<file path="src/assert_macros.svh">
// Assertion macros for the subscription publish engine RTL, used by spe_datapath.
// Each macro expects clk and arst_n to be visible in the including module.
`ifndef ASSERT_MACROS_SVH
`define ASSERT_MACROS_SVH

// Property must hold at every clock edge outside reset.
`define SPE_ASSERT(label, prop, msg) \
	label: assert property (@(posedge clk) disable iff (!arst_n) prop) else $error(msg);

// Expression must never be true outside reset.
`define SPE_NEVER(label, expr, msg) \
	label: assert property (@(posedge clk) disable iff (!arst_n) !(expr)) else $error(msg);

`endif

</file>
<file path="src/spe_pkg.sv">
// Types, codes and helper functions for the subscription publish engine.
// No dependencies; used by the controller, the datapath and the top level.
`default_nettype none
package spe_pkg;

	localparam logic [1:0] CMD_TICK  = 2'd0;
	localparam logic [1:0] CMD_ACK   = 2'd1;
	localparam logic [1:0] CMD_START = 2'd2;
	localparam logic [1:0] CMD_RSVD  = 2'd3;

	localparam logic [2:0] CFG_LIFETIME  = 3'd0;
	localparam logic [2:0] CFG_KEEPALIVE = 3'd1;
	localparam logic [2:0] CFG_PER_PUB   = 3'd2;
	localparam logic [2:0] CFG_PUB_EN    = 3'd3;
	localparam logic [2:0] CFG_RETAIN_EN = 3'd4;

	typedef enum logic [3:0] {
		ACT_WAIT      = 4'd0,
		ACT_LATE      = 4'd1,
		ACT_KEEPALIVE = 4'd2,
		ACT_DATA      = 4'd3,
		ACT_EXPIRED   = 4'd4,
		ACT_REMOVED   = 4'd5,
		ACT_ACK_GOOD  = 4'd6,
		ACT_ACK_UNK   = 4'd7,
		ACT_STARTED   = 4'd8
	} action_t;

	typedef enum logic [2:0] {
		ST_IDLE,
		ST_EXEC,
		ST_SCAN_RD,
		ST_SCAN_CMP,
		ST_SHIFT_RD,
		ST_SHIFT_WR,
		ST_DONE
	} state_t;

	// Which logical store position feeds the address unit.
	typedef enum logic [1:0] {
		IDX_PTR,
		IDX_NEXT,
		IDX_COUNT
	} idx_sel_t;

	typedef struct packed {
		logic     load_in;
		logic     exec;
		logic     mem_rd;
		logic     scan_miss;
		logic     scan_hit;
		logic     shift_wr;
		logic     shrink;
		logic     load_out;
		idx_sel_t idx_sel;
	} ctrl_cmd_t;

	typedef struct packed {
		logic need_scan;
		logic match;
		logic last;
		logic out_free;
	} ctrl_sts_t;

	function automatic logic [31:0] sat_inc32(input logic [31:0] v);
		return (v == 32'hFFFF_FFFF) ? v : v + 32'd1;
	endfunction

endpackage
`default_nettype wire

</file>
<file path="src/spe_ctrl.sv">
// Controller state machine: sequences execute, store scan and compaction.
// Uses spe_pkg; drives spe_datapath through ctrl_cmd_t / ctrl_sts_t.
`default_nettype none
module spe_ctrl (
	input  wire logic               clk,
	input  wire logic               arst_n,
	input  wire logic               in_valid,
	output logic                    in_ready,
	input  wire spe_pkg::ctrl_sts_t sts,
	output spe_pkg::ctrl_cmd_t      ctl
);

	spe_pkg::state_t state_q;
	spe_pkg::state_t state_d;

	always_ff @(posedge clk or negedge arst_n) begin
		if (!arst_n) begin
			state_q <= spe_pkg::ST_IDLE;
		end else begin
			state_q <= state_d;
		end
	end

	always_comb begin
		state_d     = state_q;
		ctl         = '0;
		ctl.idx_sel = spe_pkg::IDX_PTR;
		in_ready    = 1'b0;
		unique case (state_q)
			spe_pkg::ST_IDLE: begin
				in_ready    = 1'b1;
				ctl.load_in = in_valid;
				if (in_valid) begin
					state_d = spe_pkg::ST_EXEC;
				end
			end
			spe_pkg::ST_EXEC: begin
				ctl.exec    = 1'b1;
				ctl.idx_sel = spe_pkg::IDX_COUNT;
				state_d     = sts.need_scan ? spe_pkg::ST_SCAN_RD : spe_pkg::ST_DONE;
			end
			spe_pkg::ST_SCAN_RD: begin
				ctl.mem_rd = 1'b1;
				state_d    = spe_pkg::ST_SCAN_CMP;
			end
			spe_pkg::ST_SCAN_CMP: begin
				priority if (sts.match) begin
					ctl.scan_hit = 1'b1;
					state_d      = spe_pkg::ST_SHIFT_RD;
				end else if (sts.last) begin
					state_d = spe_pkg::ST_DONE;
				end else begin
					ctl.scan_miss = 1'b1;
					state_d       = spe_pkg::ST_SCAN_RD;
				end
			end
			spe_pkg::ST_SHIFT_RD: begin
				// close the gap: move each newer entry down by one
				if (sts.last) begin
					ctl.shrink = 1'b1;
					state_d    = spe_pkg::ST_DONE;
				end else begin
					ctl.mem_rd  = 1'b1;
					ctl.idx_sel = spe_pkg::IDX_NEXT;
					state_d     = spe_pkg::ST_SHIFT_WR;
				end
			end
			spe_pkg::ST_SHIFT_WR: begin
				ctl.shift_wr = 1'b1;
				state_d      = spe_pkg::ST_SHIFT_RD;
			end
			spe_pkg::ST_DONE: begin
				if (sts.out_free) begin
					ctl.load_out = 1'b1;
					state_d      = spe_pkg::ST_IDLE;
				end
			end
			default: state_d = spe_pkg::ST_IDLE;
		endcase
	end

endmodule
`default_nettype wire

</file>
<file path="config.mk">
export PLATFORM = sky130hd
export DESIGN_NAME = spe_ctrl
export DESIGN_NICKNAME = d
export VERILOG_FILES = /design/src/assert_macros.svh /design/src/spe_pkg.sv /design/src/spe_ctrl.sv
export SDC_FILE = /design/constraint.sdc
export NUM_CORES = 1
export LEC_CHECK = 0
export ABC_AREA = 1
export BUFFER_PORTS_ARGS = -buffer_cell sky130_fd_sc_hd__buf_2
export CAP_MARGIN = 40
export CORE_AREA = 2 2 39 41
export DETAILED_ROUTE_END_ITERATION = 8
export DIE_AREA = 0 0 41 43
export GPL_TIMING_DRIVEN = 0
export HOLD_SLACK_MARGIN = 0.02
export SLEW_MARGIN = 25
export SYNTH_ARGS = -nofsm -noshare
export SYNTH_HDL_FRONTEND = slang
export SYNTH_SLANG_ARGS = --single-unit
</file>
<file path="constraint.sdc">
create_clock -name clk -period 1.3 [get_ports clk]
set_input_delay 0.26 -clock clk [delete_from_list [all_inputs] [get_ports clk]]
set_output_delay 0.26 -clock clk [all_outputs]
set_load 0.05 [all_outputs]
</file>
# After elaboration in Yosys (flattened, before gate mapping)
# Index checks and enable logic that the tools add are counted.
[classes]
n_addsub = 0
mul = 0
div_mod_pow = 0
n_lt_le_gt_ge = 0
n_eq_ne = 8
shifts = 0
muxes = 22
bitwise_logic = 0
reduce_logical = 2
[ops]
columns = ["operator", "count"]
rows = [
  ["$pmux W3 S7", 1],
  ["$mux W3", 5],
  ["$mux W1", 12],
  ["$eq A3 B3 Y1 const B", 3],
  ["$eq A3 B2 Y1 const B", 2],
  ["$mux W2", 2],
  ["$ne A2 B2 Y1 const B", 2],
  ["$pmux W2 S2", 1],
  ["$eq A3 B1 Y1 const B", 1],
  ["$logic_not A3 Y1", 1],
  ["$pmux W1 S2", 1],
  ["$reduce_and A2 Y1", 1],
]
[totals]
register_bits = 3
latch_bits = 0
ramBits = 0
mem_bits_ro = 0
in_bits = 7
out_inout_bits = 11
word_cells = 33
n_memories = 0

# Depth between registers and ports, before layout
# Gate-level depths: netlist of the first run.
[logic_depth]
word_depth = 3
mapped_depth = 6

# Worst setup path before layout of the first run
# OpenSTA, ideal clock, no wires.
[synth_timing]
kind = "reg2out"
startpoint = "reg state_q[2]"
endpoint = "out ctl[2] (netlist name)"
arrival_ns = 2.029
required_time_ns = 1.040
slack_ns = -0.989
stages_incl_launch_ff = 4
cell_sequence = "dfrtp_1 > buf_6 > inv_1 > nor4_1"
[synth_lines]
columns = ["item", "line", "rtl"]
rows = [
  ["start: declaration", "spe_ctrl.sv:13", "spe_pkg::state_t state_q;"],
  ["start signal: assignment", "spe_ctrl.sv:18", "state_q <= spe_pkg::ST_IDLE;"],
  ["start signal: assignment", "spe_ctrl.sv:20", "state_q <= state_d;"],
  ["end: declaration", "spe_ctrl.sv:10", "output spe_pkg::ctrl_cmd_t ctl"],
]

==> results.cfg, run 1 <==
[outcome]
outcome = finished, violations left
violations = setup timing

[pwr]
powerDensity_mw_per_mm2 = 2780
total_power_mw = 1.87
sequentialPowerShare_pct = 12.9
max-vdd-ir-drop_mv = 1.38
cellLeakagePower_nw = 0.374
intPower_mw = 0.839
switching_share_pct = 55.1
p_clk_share_pct = 9.3
power.switching_mw = 1.03
power.share.combinational_pct = 77.8

[logic_synthesis]
synthMuxAreaShare_pct = 0
seq_area_frac_synth_pct = 25.6
yosysTopAreaCellShare_pct = 25.6
synthXorXnorAreaFrac_pct = 0
syn_nets = 53
ys_seq_elements = 3
netlist_area_um2 = 293
synth_cell_types = 14
synth_fa_ha_area_share_pct = 0
synth_compound_area_share_pct = 2.99
yosys.area.top_type = dfrtp_1
synth_top_family_by_area = simple AND/OR/NAND/NOR gates
synth_warnings = 0
syn_area_per_cell_um2 = 6.36
syn_inst = 46
yosys.area_share.simple_pct = 47.0
synth_area_leaders = dfrtp_1 (26%), inv_1 (17%), nand2_1 (10%)

[sta]
rsz0062_at_grt = true
max_clock_freq_mhz = 658
period_share_pct = 117
finalMaxSlewViolations = 0
setup_tns_ns = -1.89
setup_slack_ns = -0.219
hold_slack_ns = 0.271
finClkSkew_ns = 0.00108
final_hold_viol_count = 0
worstMarginPinSlew_ns = 0.217
setup_viol = 12
slew_headroom_pct = 85.5
fin_crit_ns = 1.52

[clock_network]
clkSinkCount = 3
cts_max_level = 1
worstSkewPairLatency_ns = 0.24
cts_tree = done
cts_buffers = 3
cts.path.max_buffers = 2
root_buffer = clkbuf_4
clk_transition_reported_paths_ns = 0.04

[grt]
grt-ovfl-total = 0
grt_pass1_wl_um = 1460
grt_pass1_vias = 377
grt_max_degree = 9
track_usage_pct = 12.7
antenna_found_initial = 0

[placed_design]
portBuffers = 17
dpl.hpwl_um = 588
preCtsSetupSlack_ns = -0.107
place_congestion = 0.796

[setup_path]
slowest_delay_ns = 0.48
r2r_cells = 8
worstPathCellList = nand2_4 > nor2_4 > nand2_2 > nor2_4 > buf_6
worstSetupEndpointType = output port
required_ns = 1.04
crit_path_frequent_cell = nor2_4
critPathKind = reg2out
cp-start-kind = register
slowest_stage = dfrtp_2
cp.arrival_ns = 1.26
critical_path_peak_fanout = 5

[cells_and_area]
regMostFlops = state_q
reg.largest.list = state_q (3)
drive_above_1_share_pct = 70.1
most-common-layout-cells = buf_6 (11), inv_1 (10), buf_4 (7)
multiInputGateArea_um2 = 220
largest_register_ffs = 3
diodes = 0
n_fill_cell = 136
final_common_cell = buf_6
nets = 85
syn_to_final_growth_pct = 130
seq_area_um2 = 77.6

[drt]
wl_per_cell_um = 10.2
drtIter0Drc = 5
first_pass_iters = 3
vias = 394
drc = 0
wl_um = 953
antenna_left = 0
viasPerCell = 4.24

[floorplan]
io_pins = 18
die_w_um = 41
die_area_mm2 = 0.00176
fp.coreArea_mm2 = 0.00138
rows = 14
die_y_um = 43
start_util_pct = 21.2

[flow_run]
maxCapViolCount = 0

[min_path]
min_path_type = in2reg
holdPathStages = 3
==> routing by layer <==
metal	up-vias	share of wire (%)	global-route usage, %
li1	201	-	-
met1	178	36	14.9
met2	11	56	19.1
met3	4	4.3	3.66
met4	0	3.6	8.00
met5	-	0	0
==> through the flow <==
step,area [um2],cells,util [%]
finish,673,93,48.6
global route,673,93,48.6
CTS,634,91,45.8
detailed placement,447,79,32.3
global placement,447,79,32.3
floorplan,342,46,-
==> layout make-up <==
cell class,count,share of cell area (%)
multi-input combinational,26,32.7
timing repair buffer,27,37.2
clock buffer,4,3.90
buffer,1,1.67
tap,16,2.97
inverter,16,10.0
sequential,3,11.5
==> critical path, delay by kind of cell, from the launching register on <==
| kind | cells | cell delay, ns |
|---|---|---|
| flip-flops | 1 | 0.48 |
| buffers and inverters | 1 | 0.16 |
| AND/OR/NAND/NOR | 4 | 0.38 |
==> synth_stat cells (all sizes together) <==
library cell,instances
o21ai,1
nor3,1
dfrtp,3
inv,16
buf,1
nor2,6
nand4,5
nand2,11
nand3,1
nor4,1
==> cell families after synthesis <==
logic type / after synthesis
simple gates: 25
buf+inv: 17
flops: 3
compound gates: 1
==> power groups by stage <==
stage / registers [mW] / logic (mW) / clock network, mW
2_1_floorplan: 0.201 / 0.826 / 0
3_3_place_gp: 0.211 / 0.989 / 0
3_5_place_dp: 0.210 / 0.992 / 0
4_1_cts: 0.237 / 1.32 / 0.173
5_1_grt: 0.246 / 1.54 / 0.178
6_report: 0.242 / 1.45 / 0.173
==> repair_timing <==
item	in CTS	in global routing
pin swaps	3	2
hold buffers	1	0
buffers inserted	7	3
resized for setup	32	9
hold endpoints to repair	3	0
endpoints found under the setup margin	11	12
==> worst paths after layout <==
| kind | start | end | slack, ns |
|---|---|---|---|
| setup reg to reg | state_q[1]$_DFFE_PN0P_ | state_q[0]$_DFFE_PN0P_ | -0.04 |
| hold reg to reg | state_q[2]$_DFFE_PN0P_ | state_q[2]$_DFFE_PN0P_ | 0.76 |
| hold / removal | in_valid | state_q[0]$_DFFE_PN0P_ | 0.27 |
| min in group asynchronous | arst_n | state_q[1]$_DFFE_PN0P_ | 0.35 |
| setup / recovery | state_q[0]$_DFFE_PN0P_ | ctl[6] | -0.22 |
| max in group asynchronous | arst_n | state_q[0]$_DFFE_PN0P_ | 0.84 |
Power figures use the tool's default switching activity.
==> inputs of run 2 (changes only) <==
Clock period 1.3 ns to 1.34 ns, I/O delays scaled along.
==> results.cfg, run 2 (synthesis gave the netlist of run 1 again) <==
[flow_run]
maxCapViolCount = 0

[setup_path]
crit_family = flip-flops
worstPathCellList = buf_6 > nor2_4 > nand2_4 > nor2_4 > buf_6
path_buf_inv = 2
slowest_stage = dfrtp_1
r2r_slack_ns = 0.26
crit_end = ctl[9]
crit_start = state_q[2]$_DFFE_PN0P_
cp.arrival_ns = 1.23
r2r_cells = 6
critical_path_peak_fanout = 8
critPathKind = reg2out
worstSetupEndpointType = output port
cp-start-kind = register
cp_num_cells = 5
slowest_delay_ns = 0.36
required_ns = 1.07
r2r_start = state_q[0]$_DFFE_PN0P_
r2r-end = state_q[0]$_DFFE_PN0P_

[drt]
antenna_left = 0
wl_um = 832
first_pass_iters = 4
drc = 0
drtIter0Drc = 4
wl_per_cell_um = 9.04
vias = 385
viasPerCell = 4.18

[grt]
grt-ovfl-total = 0
grt_pass1_wl_um = 1370
grt_pass1_vias = 351
track_usage_pct = 11.1
grt_max_degree = 9
antenna_found_initial = 0

[outcome]
violations = setup timing
outcome = finished, violations left

[clock_network]
worstSkewPairLatency_ns = 0.23
cts.path.max_buffers = 2
cts_tree = done
clkSinkCount = 3
cts_buffers = 3
root_buffer = clkbuf_4
clk_transition_reported_paths_ns = 0.04
cts_max_level = 1

[sta]
rsz0062_at_grt = true
final_hold_viol_count = 0
fin_crit_ns = 1.50
setup_viol = 11
finClkSkew_ns = 0.000802
finalMaxSlewViolations = 0
max_clock_freq_mhz = 669
worstMarginPinSlew_ns = 0.226
slew_headroom_pct = 84.9
period_share_pct = 112
hold_slack_ns = 0.312
setup_slack_ns = -0.156

[placed_design]
dpl.hpwl_um = 579
portBuffers = 17
dp_cells = 79
place_congestion = 0.797
place_area_um2 = 439

[cells_and_area]
nets = 84
reg.largest.list = state_q (3)
fin_cells = 92
diodes = 0
fin_util_pct = 47.7
n_fill_cell = 133
drive_above_1_share_pct = 65.8
seq_area_um2 = 77.6
most-common-layout-cells = inv_1 (11), buf_6 (11), nand2_1 (7)
multiInputGateArea_um2 = 215
syn_to_final_growth_pct = 126
regMostFlops = state_q
final_cell_area_um2 = 661
largest_register_ffs = 3

[floorplan]
die_area_mm2 = 0.00176
die_y_um = 43
io_pins = 18
fp.coreArea_mm2 = 0.00138
rows = 14
die_w_um = 41
start_util_pct = 21.2

[pwr]
cellLeakagePower_nw = 0.371
total_power_mw = 1.77
powerDensity_mw_per_mm2 = 2670
max-vdd-ir-drop_mv = 1.50

[min_path]
min_path_type = in2reg
==> run 2: cell count changes in the layout (fill, tap and decap cells not counted) <==
| cell | previous run | this run |
|---|---|---|
| buf_4 | 7 | 6 |
| inv_1 | 10 | 11 |
| inv_2 | 4 | 3 |
| nand2_1 | 6 | 7 |
| nand2_2 | 3 | 2 |
| nor2_1 | 0 | 1 |
| nor2_2 | 1 | 0 |
==> run 2: worst min path at each step <==
stage,startpoint,endpoint,slack (ns),cells after the start
after floorplan,arst_n,state_q[0]$_DFFE_PN0P_,-0.03,0
after global placement,arst_n,state_q[2]$_DFFE_PN0P_,0.06,1
after detailed placement,arst_n,state_q[2]$_DFFE_PN0P_,0.06,1
after CTS,in_valid,state_q[0]$_DFFE_PN0P_,0.32,3
after global routing,in_valid,state_q[0]$_DFFE_PN0P_,0.36,3
final,in_valid,state_q[0]$_DFFE_PN0P_,0.31,3
==> run 2: worst min-delay path: stages <==
cell     delay [ns]
buf_2          0.10
o21ai_2        0.05
nor2_1         0.09
==> run 2: layer usage <==
metal | wire [um] | track usage [%] | vias up
li1 | - | - | 198
met1 | 346 | 15.4 | 171
met2 | 428 | 15.6 | 14
met3 | 44 | 3.66 | 2
met4 | 14 | 4.00 | 0
met5 | 0 | 0 | -
==> run 2: repair_timing <==
item                                   in CTS  in global routing
pin swaps                                   5                  5
setup buffers                               5                  3
endpoints found under the hold margin       3                  0
gates resized for setup                    33                  7
gates cloned                                0                  0
setup endpoints to repair                  11                 11
hold buffers                                1                  0
==> run 2: layout make-up <==
type	instances	area share [%]
Timing Repair Buffer	26	36.7
Sequential cell	3	11.7
Multi-Input combinational cell	26	32.6
Clock buffer	4	3.98
Inverter	16	10.2
Buffer	1	1.70
Tap cell	16	3.03
==> run 2: power by group <==
part           switching [mW]  internal, mW
Combinational           0.832         0.544
Clock                  0.0475         0.112
Sequential             0.0858         0.144
Total                   0.966         0.800
==> run 2: metrics by stage <==
stage / setup WS (ns) / TNS [ns]
floorplan: -0.106 / -0.106
global placement: -0.0744 / -0.102
detailed placement: -0.0774 / -0.123
CTS: -0.156 / -1.21
global route: -0.203 / -1.89
finish: -0.156 / -1.34
